$ cat src/rhpp_pkg.sv
// Package for the range hold push pulser: payload types, config indexes, widths.
package rhpp_pkg;

  localparam int unsigned CfgIdxW  = 3;
  localparam int unsigned CfgDataW = 15;
  localparam int unsigned CntW     = 15;
  localparam int unsigned PushW    = 7;

  localparam logic [CfgIdxW-1:0] CFG_HORIZ_UPPER     = 3'd0;
  localparam logic [CfgIdxW-1:0] CFG_HORIZ_LOWER     = 3'd1;
  localparam logic [CfgIdxW-1:0] CFG_VERT_UPPER      = 3'd2;
  localparam logic [CfgIdxW-1:0] CFG_VERT_LOWER      = 3'd3;
  localparam logic [CfgIdxW-1:0] CFG_HORIZ_PUSH      = 3'd4;
  localparam logic [CfgIdxW-1:0] CFG_HORIZ_PULSE_LEN = 3'd5;
  localparam logic [CfgIdxW-1:0] CFG_VERT_PUSH       = 3'd6;
  localparam logic [CfgIdxW-1:0] CFG_VERT_PULSE_LEN  = 3'd7;

  typedef struct packed {
    logic              range_fresh;
    logic signed [7:0] horiz_range;
    logic signed [7:0] vert_range;
  } in_beat_t;

  typedef struct packed {
    logic signed [7:0] forward_push;
    logic signed [7:0] upward_push;
  } out_beat_t;

  // pulse activity of one axis for the current tick
  typedef struct packed {
    logic hi_act;
    logic lo_act;
  } axis_act_t;

endpackage

$ cat src/rhpp_axis.sv
// One axis: two hysteresis latches and two pulse counters, updated once per tick.
module rhpp_axis (
  input  logic                          clk,
  input  logic                          rst_n,
  input  logic                          step,
  input  logic                          fresh,
  input  logic signed [7:0]             range_val,
  input  logic signed [7:0]             upper,
  input  logic signed [7:0]             lower,
  input  logic [rhpp_pkg::CntW-1:0]     seed,
  input  logic [rhpp_pkg::CntW-1:0]     pulse_len,
  output rhpp_pkg::axis_act_t           act
);

  logic                      hi_l_r, lo_l_r;
  logic [rhpp_pkg::CntW-1:0] hi_c_r, lo_c_r;
  logic                      hi_l_nxt, lo_l_nxt;
  logic [rhpp_pkg::CntW-1:0] hi_c_nxt, lo_c_nxt;
  logic                      hi_l_mid, lo_l_mid;
  logic [rhpp_pkg::CntW-1:0] hi_c_mid, lo_c_mid;

  always_comb begin
    hi_l_mid = hi_l_r;
    lo_l_mid = lo_l_r;
    hi_c_mid = hi_c_r;
    lo_c_mid = lo_c_r;
    if (fresh) begin
      // leaving the band
      if (range_val > upper && !hi_l_r) begin
        hi_c_mid = rhpp_pkg::CntW'(1);
        hi_l_mid = 1'b1;
      end else if (range_val < lower && !lo_l_r) begin
        lo_c_mid = rhpp_pkg::CntW'(1);
        lo_l_mid = 1'b1;
      end
      // back in the band: brake the other way
      if (hi_l_mid && range_val < upper) begin
        hi_l_mid = 1'b0;
        lo_c_mid = seed;
      end else if (lo_l_mid && range_val > lower) begin
        lo_l_mid = 1'b0;
        hi_c_mid = seed;
      end
    end
    act.hi_act = (hi_c_mid != '0) && (hi_c_mid < pulse_len);
    act.lo_act = (lo_c_mid != '0) && (lo_c_mid < pulse_len);
    hi_l_nxt   = hi_l_mid;
    lo_l_nxt   = lo_l_mid;
    hi_c_nxt   = act.hi_act ? hi_c_mid + rhpp_pkg::CntW'(1) : '0;
    lo_c_nxt   = act.lo_act ? lo_c_mid + rhpp_pkg::CntW'(1) : '0;
  end

  always_ff @(posedge clk) begin
    if (!rst_n) begin
      hi_l_r <= 1'b0;
      lo_l_r <= 1'b0;
      hi_c_r <= '0;
      lo_c_r <= '0;
    end else if (step) begin
      hi_l_r <= hi_l_nxt;
      lo_l_r <= lo_l_nxt;
      hi_c_r <= hi_c_nxt;
      lo_c_r <= lo_c_nxt;
    end
  end

endmodule

$ cat src/range_hold_push_pulser_top.sv
// Top level of the range hold push pulser: config registers, input and result stages.
//
//   channel  | handshake                | payload
//   ---------+--------------------------+---------------------------------
//   in       | in_valid / in_ready      | in_data  (rhpp_pkg::in_beat_t)
//   out      | out_valid / out_ready    | out_data (rhpp_pkg::out_beat_t)
//   cfg      | cfg_wr_en                | cfg_index, cfg_data
//
// One beat per cycle while out_ready holds; the result register follows the input.
// A beat sits in the input register, the axis logic updates latches and counters and
// loads the result register in the same cycle. Synchronous active-low reset clears
// config to defaults and all latches and counters. A stalled result holds the input
// stage; in_ready drops at once if it is full, else after it takes one more beat.
module range_hold_push_pulser_top (
  input  logic                              clk,
  input  logic                              rst_n,
  input  logic                              in_valid,
  output logic                              in_ready,
  input  rhpp_pkg::in_beat_t                in_data,
  output logic                              out_valid,
  input  logic                              out_ready,
  output rhpp_pkg::out_beat_t               out_data,
  input  logic                              cfg_wr_en,
  input  logic [rhpp_pkg::CfgIdxW-1:0]      cfg_index,
  input  logic [rhpp_pkg::CfgDataW-1:0]     cfg_data
);

  logic signed [7:0]          horiz_upper_r, horiz_lower_r, vert_upper_r, vert_lower_r;
  logic [rhpp_pkg::PushW-1:0] horiz_push_r, vert_push_r;
  logic [rhpp_pkg::CntW-1:0]  horiz_len_r, vert_len_r;

  logic                       s1_valid_r;
  rhpp_pkg::in_beat_t         s1_data_r;
  logic                       out_valid_r;
  rhpp_pkg::out_beat_t        out_data_r;
  rhpp_pkg::out_beat_t        out_data_nxt;
  logic                       s1_go;
  rhpp_pkg::axis_act_t        h_act, v_act;
  logic [rhpp_pkg::CntW-1:0]  h_seed;

  always_ff @(posedge clk) begin
    if (!rst_n) begin
      horiz_upper_r <= 8'sd100;
      horiz_lower_r <= 8'sd50;
      vert_upper_r  <= 8'sd100;
      vert_lower_r  <= 8'sd50;
      horiz_push_r  <= 7'd20;
      horiz_len_r   <= 15'd50;
      vert_push_r   <= 7'd20;
      vert_len_r    <= 15'd50;
    end else if (cfg_wr_en) begin
      case (cfg_index)
        rhpp_pkg::CFG_HORIZ_UPPER:     horiz_upper_r <= cfg_data[7:0];
        rhpp_pkg::CFG_HORIZ_LOWER:     horiz_lower_r <= cfg_data[7:0];
        rhpp_pkg::CFG_VERT_UPPER:      vert_upper_r  <= cfg_data[7:0];
        rhpp_pkg::CFG_VERT_LOWER:      vert_lower_r  <= cfg_data[7:0];
        rhpp_pkg::CFG_HORIZ_PUSH:      horiz_push_r  <= cfg_data[rhpp_pkg::PushW-1:0];
        rhpp_pkg::CFG_HORIZ_PULSE_LEN: horiz_len_r   <= cfg_data[rhpp_pkg::CntW-1:0];
        rhpp_pkg::CFG_VERT_PUSH:       vert_push_r   <= cfg_data[rhpp_pkg::PushW-1:0];
        rhpp_pkg::CFG_VERT_PULSE_LEN:  vert_len_r    <= cfg_data[rhpp_pkg::CntW-1:0];
        default: ;
      endcase
    end
  end

  assign s1_go    = s1_valid_r && (!out_valid_r || out_ready);
  assign in_ready = !s1_valid_r || s1_go;

  always_ff @(posedge clk) begin
    if (!rst_n) begin
      s1_valid_r <= 1'b0;
    end else if (in_ready) begin
      s1_valid_r <= in_valid;
    end
  end

  always_ff @(posedge clk) begin
    if (in_ready && in_valid) begin
      s1_data_r <= in_data;
    end
  end

  // horizontal brake seeded with half the push
  assign h_seed = rhpp_pkg::CntW'(horiz_push_r >> 1);

  rhpp_axis u_horiz (
    .clk       (clk),
    .rst_n     (rst_n),
    .step      (s1_go),
    .fresh     (s1_data_r.range_fresh),
    .range_val (s1_data_r.horiz_range),
    .upper     (horiz_upper_r),
    .lower     (horiz_lower_r),
    .seed      (h_seed),
    .pulse_len (horiz_len_r),
    .act       (h_act)
  );

  rhpp_axis u_vert (
    .clk       (clk),
    .rst_n     (rst_n),
    .step      (s1_go),
    .fresh     (s1_data_r.range_fresh),
    .range_val (s1_data_r.vert_range),
    .upper     (vert_upper_r),
    .lower     (vert_lower_r),
    .seed      (rhpp_pkg::CntW'(1)),
    .pulse_len (vert_len_r),
    .act       (v_act)
  );

  // hi side: back (negative) horizontally, up (positive) vertically; back and down win
  always_comb begin
    if (h_act.hi_act) begin
      out_data_nxt.forward_push = 8'sd0 - $signed({1'b0, horiz_push_r});
    end else if (h_act.lo_act) begin
      out_data_nxt.forward_push = $signed({1'b0, horiz_push_r});
    end else begin
      out_data_nxt.forward_push = 8'sd0;
    end
    if (v_act.lo_act) begin
      out_data_nxt.upward_push = 8'sd0 - $signed({1'b0, vert_push_r});
    end else if (v_act.hi_act) begin
      out_data_nxt.upward_push = $signed({1'b0, vert_push_r});
    end else begin
      out_data_nxt.upward_push = 8'sd0;
    end
  end

  always_ff @(posedge clk) begin
    if (!rst_n) begin
      out_valid_r <= 1'b0;
    end else if (s1_go) begin
      out_valid_r <= 1'b1;
    end else if (out_ready) begin
      out_valid_r <= 1'b0;
    end
  end

  always_ff @(posedge clk) begin
    if (s1_go) begin
      out_data_r <= out_data_nxt;
    end
  end

  assign out_valid = out_valid_r;
  assign out_data  = out_data_r;

endmodule

$ cat config.mk
export PLATFORM = sky130hd
export DESIGN_NAME = range_hold_push_pulser_top
export DESIGN_NICKNAME = d
export VERILOG_FILES = /design/src/rhpp_pkg.sv /design/src/rhpp_axis.sv /design/src/range_hold_push_pulser_top.sv
export SDC_FILE = /design/constraint.sdc
export NUM_CORES = 1
export LEC_CHECK = 0
export ABC_AREA = 1
export BUFFER_PORTS_ARGS = -buffer_cell sky130_fd_sc_hd__buf_2
export CAP_MARGIN = 0
export CORE_MARGIN = 2
export CORE_UTILIZATION = 33
export DETAILED_ROUTE_END_ITERATION = 12
export SETUP_SLACK_MARGIN = 0.15
export SLEW_MARGIN = 15
export SYNTH_ARGS = -nofsm -noshare
export SYNTH_HDL_FRONTEND = slang
export SYNTH_SLANG_ARGS = --single-unit
$ cat constraint.sdc
create_clock -name clk -period 10.55 [get_ports clk]
set_input_delay 0.5275 -clock clk [delete_from_list [all_inputs] [get_ports clk]]
set_output_delay 0.5275 -clock clk [all_outputs]
set_load 0.02 [all_outputs]
### Yosys cells after proc, flatten, opt, wreduce, memory -nomap -nowiden

Cells that the tools add are included.

* bits in registers: 175
* input port bits: 40
* output and inout bits: 18
* word-level logic and storage cells: 127

* add/subtract/negate cells: 6
* $lt $le $gt $ge: 12
* equality and inequality tests: 7
* multiplexer cells: 42
* reduce and logical (&&, ||, !) cells: 37

Operator list (number)
* 15-bit two-way mux: 20
* 15-bit by 1-bit adder with 15-bit output (second input constant): 4
* 15-bit less-than comparator: 4
* 15-bit nonzero test: 4
* 8-bit > comparator: 4
* 8-bit less-than comparator: 4
* 1-bit two-way mux: 18
* 2-bit AND reduction: 9
* 8-bit two-way mux: 2
* 1-bit by 7-bit subtractor with 8-bit output (first input constant): 2
* 1-bit logical AND: 14
* 7-bit two-way mux: 2
* 3-bit == test (second input constant): 4
* 3-bit by 2-bit == test with 1-bit output (second input constant): 2
* 1-bit zero test: 6
* 3-bit by 1-bit == test with 1-bit output (second input constant): 1
* 3-bit zero test: 1
* 1-bit logical OR: 2
* 2-bit nonzero test: 1

### Depth between registers and ports, before layout

* depth after elaboration: 13
* depth in mapped cells: 29
* depth with buffers taken out: 29

### Cells and area by module

A second synthesis with hierarchy kept.

* cell total of the unflattened synthesis: 1902
* area, all modules: 12657.1 um^2

By module, submodules not included
* range_hold_push_pulser_top: times used 1, cells each 547, area each 4359.2 um^2, seq. area each 2552.4 um^2
* rhpp_axis at u_vert: times used 1, cells each 698, area each 4205.3 um^2, seq. area each 640.6 um^2
* rhpp_axis at u_horiz: times used 1, cells each 657, area each 4092.7 um^2, seq. area each 640.6 um^2

### Worst setup path before layout

OpenSTA, ideal clock, no wires.

* kind: flip-flop to flip-flop
* start: reg s1_data_r[7] (netlist bit)
* end: reg out_data_r, in the netlist out_data[5] (data pin)
* setup time: 258 ps
* arrival time: 3188 ps
* required time: 10292 ps
* path slack: 7104 ps
* cell stages (with the launch flop): 23
* cells stage by stage: edfxtp_1 -> ha_1 -> nand2_1 -> nor2_1 -> nand4_1 -> nor2b_1 -> nand3_1 -> nand2_1 -> o21ai_1 -> nand2_2 -> buf_4 -> nand2_1 -> inv_1 -> ha_1 -> a21oi_1 -> nor2_1 -> a211oi_1 -> o221ai_1 -> nor2_2 -> nand2_1 -> buf_4 -> nor2_1 -> o21ai_1

RTL lines
* from (decl): line range_hold_push_pulser_top.sv:33 `rhpp_pkg::in_beat_t s1_data_r;`
* from (signal assigned): line range_hold_push_pulser_top.sv:79 `s1_data_r <= in_data;`
* to (signal assigned): line range_hold_push_pulser_top.sv:142 `out_data_r <= out_data_nxt;`
* to (decl): line range_hold_push_pulser_top.sv:35 `rhpp_pkg::out_beat_t out_data_r;`

==> flow_summary.ini <==
[sta]
slew_viol_final = 0
hold_viol = 0
fin_crit_ns = 4.46
finalSetupViolCount = 0
timing.final.crit_share_pct = 42.3
skew_ns = 0.0110
tightest_slew_ns = 0.893
final.setup.tns_ns = 0
rsz0062_at_grt = false
hold_slack_ns = 0.258
fmax_ghz = 0.224
slew-limit-headroom_pct = 40.4

[placed_design]
place_hpwl_um = 20600
io_buffer_count = 57
place_area_um2 = 11700
gp_congestion = 0.890

[cells_and_area]
design_area_um2 = 12300
nets = 1714
layout_common_cells = nand2_1, inv_1, nor2_1
area_growth_pct = 11.7
final_common_cell = nand2_1
drive_gt1_share_pct = 10.2

[pwr]
power_switching_mw = 0.457
intPower_mw = 1.14
switching_share_pct = 28.7
power_frac_comb_pct = 13.9
power.total_mw = 1.59
vdd_drop_max_uv = 105
powerDensity_nw_per_um2 = 129
power.clock.fraction_pct = 41.2
pwr-share-seq_pct = 44.9
p_leak_nw = 5.31

[route]
firstDrtPassIters = 5
via_per_inst = 4.92
via_count = 10000
postRouteWirelength_um = 28300
final_antenna_net_count = 0
drcViolationCount = 0
dr.first_iter.drc_count = 570
wl_per_cell_um = 13.9

[global_routing]
antenna_found_initial = 0
first_global_vias = 9501
grt_pass1_wl_um = 47000
grt.total_usage_pct = 16.5
grt_max_degree = 77
grt-ovfl-total = 0

[die]
die_x_um = 187
initial_core_util_pct = 33.2
fp-row-count = 67
ios = 58
dieHeight_um = 187
dieArea_um2 = 35000
coreArea_um2 = 33300

[yosys]
syn-num-nets = 1676
synth-async-reset-ratio_pct = 0
syn_inst = 1538
syn_avg_cell_area_um2 = 7.18
yosys_register_bits = 175
syn_area_um2 = 11000
yosysSeqAreaShare_pct = 34.7
synthDistinctLibCells = 45
synth_edf_count = 33
ys.flop_type = dfxtp_1
yosysWarnings = 0

[clock_network]
cts_setup_buffers = 0
numCtsBuffers = 17
clk_path_buf_depth = 2
insertion_delay_ns = 0.44
cts_root_buf = clkbuf_16
cts_max_level = 4
cts_tree = built
cts_hold_buf = 0
clock_sinks = 175
clkTransAtPathRegs_ns = 0.07
cts_resized = 0

[worst_setup_path]
critical_path.max_stage_delay_ns = 0.52
cp_slowest_cell = nor2_2
cp.required_ns = 10.74
path_cells = ha_1 > nand2_1 > nor2_1 > nand4_1 > nor2b_1 > nand3_1 > nand2_1 > o21ai_1 > nand2_2 > inv_2 > nor2_1 > ha_1 > nand2_1 > nor2_1 > a211oi_1 > o221ai_1 > nor2_2 > nand2_1 > nor2_1 > o21ai_1
critPathKind = flip-flop to flip-flop
worstSetupEndpointType = flip-flop
arrival_ns = 4.65
reg2reg_slack_ns = 6.09
critPathMaxFanout = 17
worst_setup_path_start_kind = flip-flop

[min_path]
hp-class = input pin to flip-flop

[job]
maxCapViolations = 0

[run_status]
outcome = complete, no violations
## state kept, by name, summed over array words and instances, names as in the netlist, 7 cells and up
register	count
s1_data_r	17
out_data	16
horiz_len_r	15
u_horiz.hi_c_r	15
u_horiz.lo_c_r	15
u_vert.hi_c_r	15
u_vert.lo_c_r	15
vert_len_r	15
horiz_lower_r	8
horiz_upper_r	8
vert_lower_r	8
vert_upper_r	8
horiz_push_r	7
vert_push_r	7
## synthesized netlist by cell type, types with 2 or more instances
master,number,area (um^2)
nand2_1,301,1130
a21o_1,2,15.0
o21ai_1,12,60.1
buf_4,8,60.1
xor2_1,21,184
buf_1,6,22.5
o21bai_1,3,22.5
buf_2,2,10.0
inv_1,213,800
nand2_2,16,100
nor2_2,15,93.8
nor3_2,3,30.0
o211ai_1,20,150
ha_1,98,1230
dfxtp_1,142,2840
a21oi_1,131,656
nor2_4,6,67.6
o41ai_1,8,70.1
nand3_2,8,80.1
o221ai_1,4,35.0
nand3b_1,3,22.5
clkbuf_1,26,97.6
nand2_4,4,45.0
nor2_1,185,694
nand4_1,59,369
inv_2,11,41.3
xnor2_1,7,61.3
nor3_1,14,70.1
a211oi_1,8,60.1
o21ai_0,72,360
nand4_4,2,42.5
a31oi_1,2,12.5
edfxtp_1,33,991
nand2_8,2,40.0
nand3_1,81,405
## metal layers
layer	vias up	share of wire (%)	GRT usage, %
li1	5171	-	-
met1	4598	49	22.0
met2	223	45	27.2
met3	32	4.4	2.59
met4	0	1.9	5.19
met5	-	0	0
## critical path, delay by kind of cell (launching register included)
| family | cells | cell delay, ns |
|---|---|---|
| adder cells (fa/ha/maj) | 2 | 0.63 |
| flip-flops | 1 | 0.40 |
| buffers and inverters | 1 | 0.24 |
| AO/OA/AOI/OAI | 4 | 0.67 |
| AND/OR/NAND/NOR | 13 | 2.26 |
## per-stage QoR
step	utilization (%)	cells	worst slack, ns
floorplan	-	1538	7.10
global placement	35.3	2005	6.34
detailed placement	35.3	2005	6.13
CTS	37.1	2036	6.10
global route	37.1	2036	5.65
finish	37.1	2037	6.09
## worst paths after layout
check                           to  depth (start not counted)              from
setup reg to reg       out_data[4]                         20      s1_data_r[7]
setup / recovery       out_data[4]                         20      s1_data_r[7]
hold / removal        s1_data_r[4]                          1        in_data[4]
hold reg to reg   horiz_lower_r[7]                          2  horiz_lower_r[7]
## power groups by stage
stage | sequential, mW | clock [mW] | combinational (mW)
3_3_place_gp | 0.731 | 0 | 0.217
2_1_floorplan | 0.736 | 0 | 0.154
3_5_place_dp | 0.731 | 0 | 0.221
5_1_grt | 0.718 | 0.701 | 0.252
6_report | 0.716 | 0.657 | 0.221
4_1_cts | 0.716 | 0.675 | 0.222
## cell type report
type	instances	area [um^2]
clock inverters	13	151
flip-flops and latches	175	3830
inverters	225	845
fillers	3534	20900
well taps	448	561
multi-input cells	1096	6180
clock buffers	18	450
repair buffers	61	315
diodes	1	2.50
## kinds of logic after synthesis
| logic type | after synthesis | share of synthesized area (%) |
|---|---|---|
| compound gates | 266 | 13.3 |
| xor+xnor | 28 | 2.22 |
| fa+ha+maj | 98 | 11.1 |
| buf+inv | 267 | 9.36 |
| flops | 175 | 34.7 |
| simple gates | 704 | 29.3 |
Power figures use the tool's default switching activity.
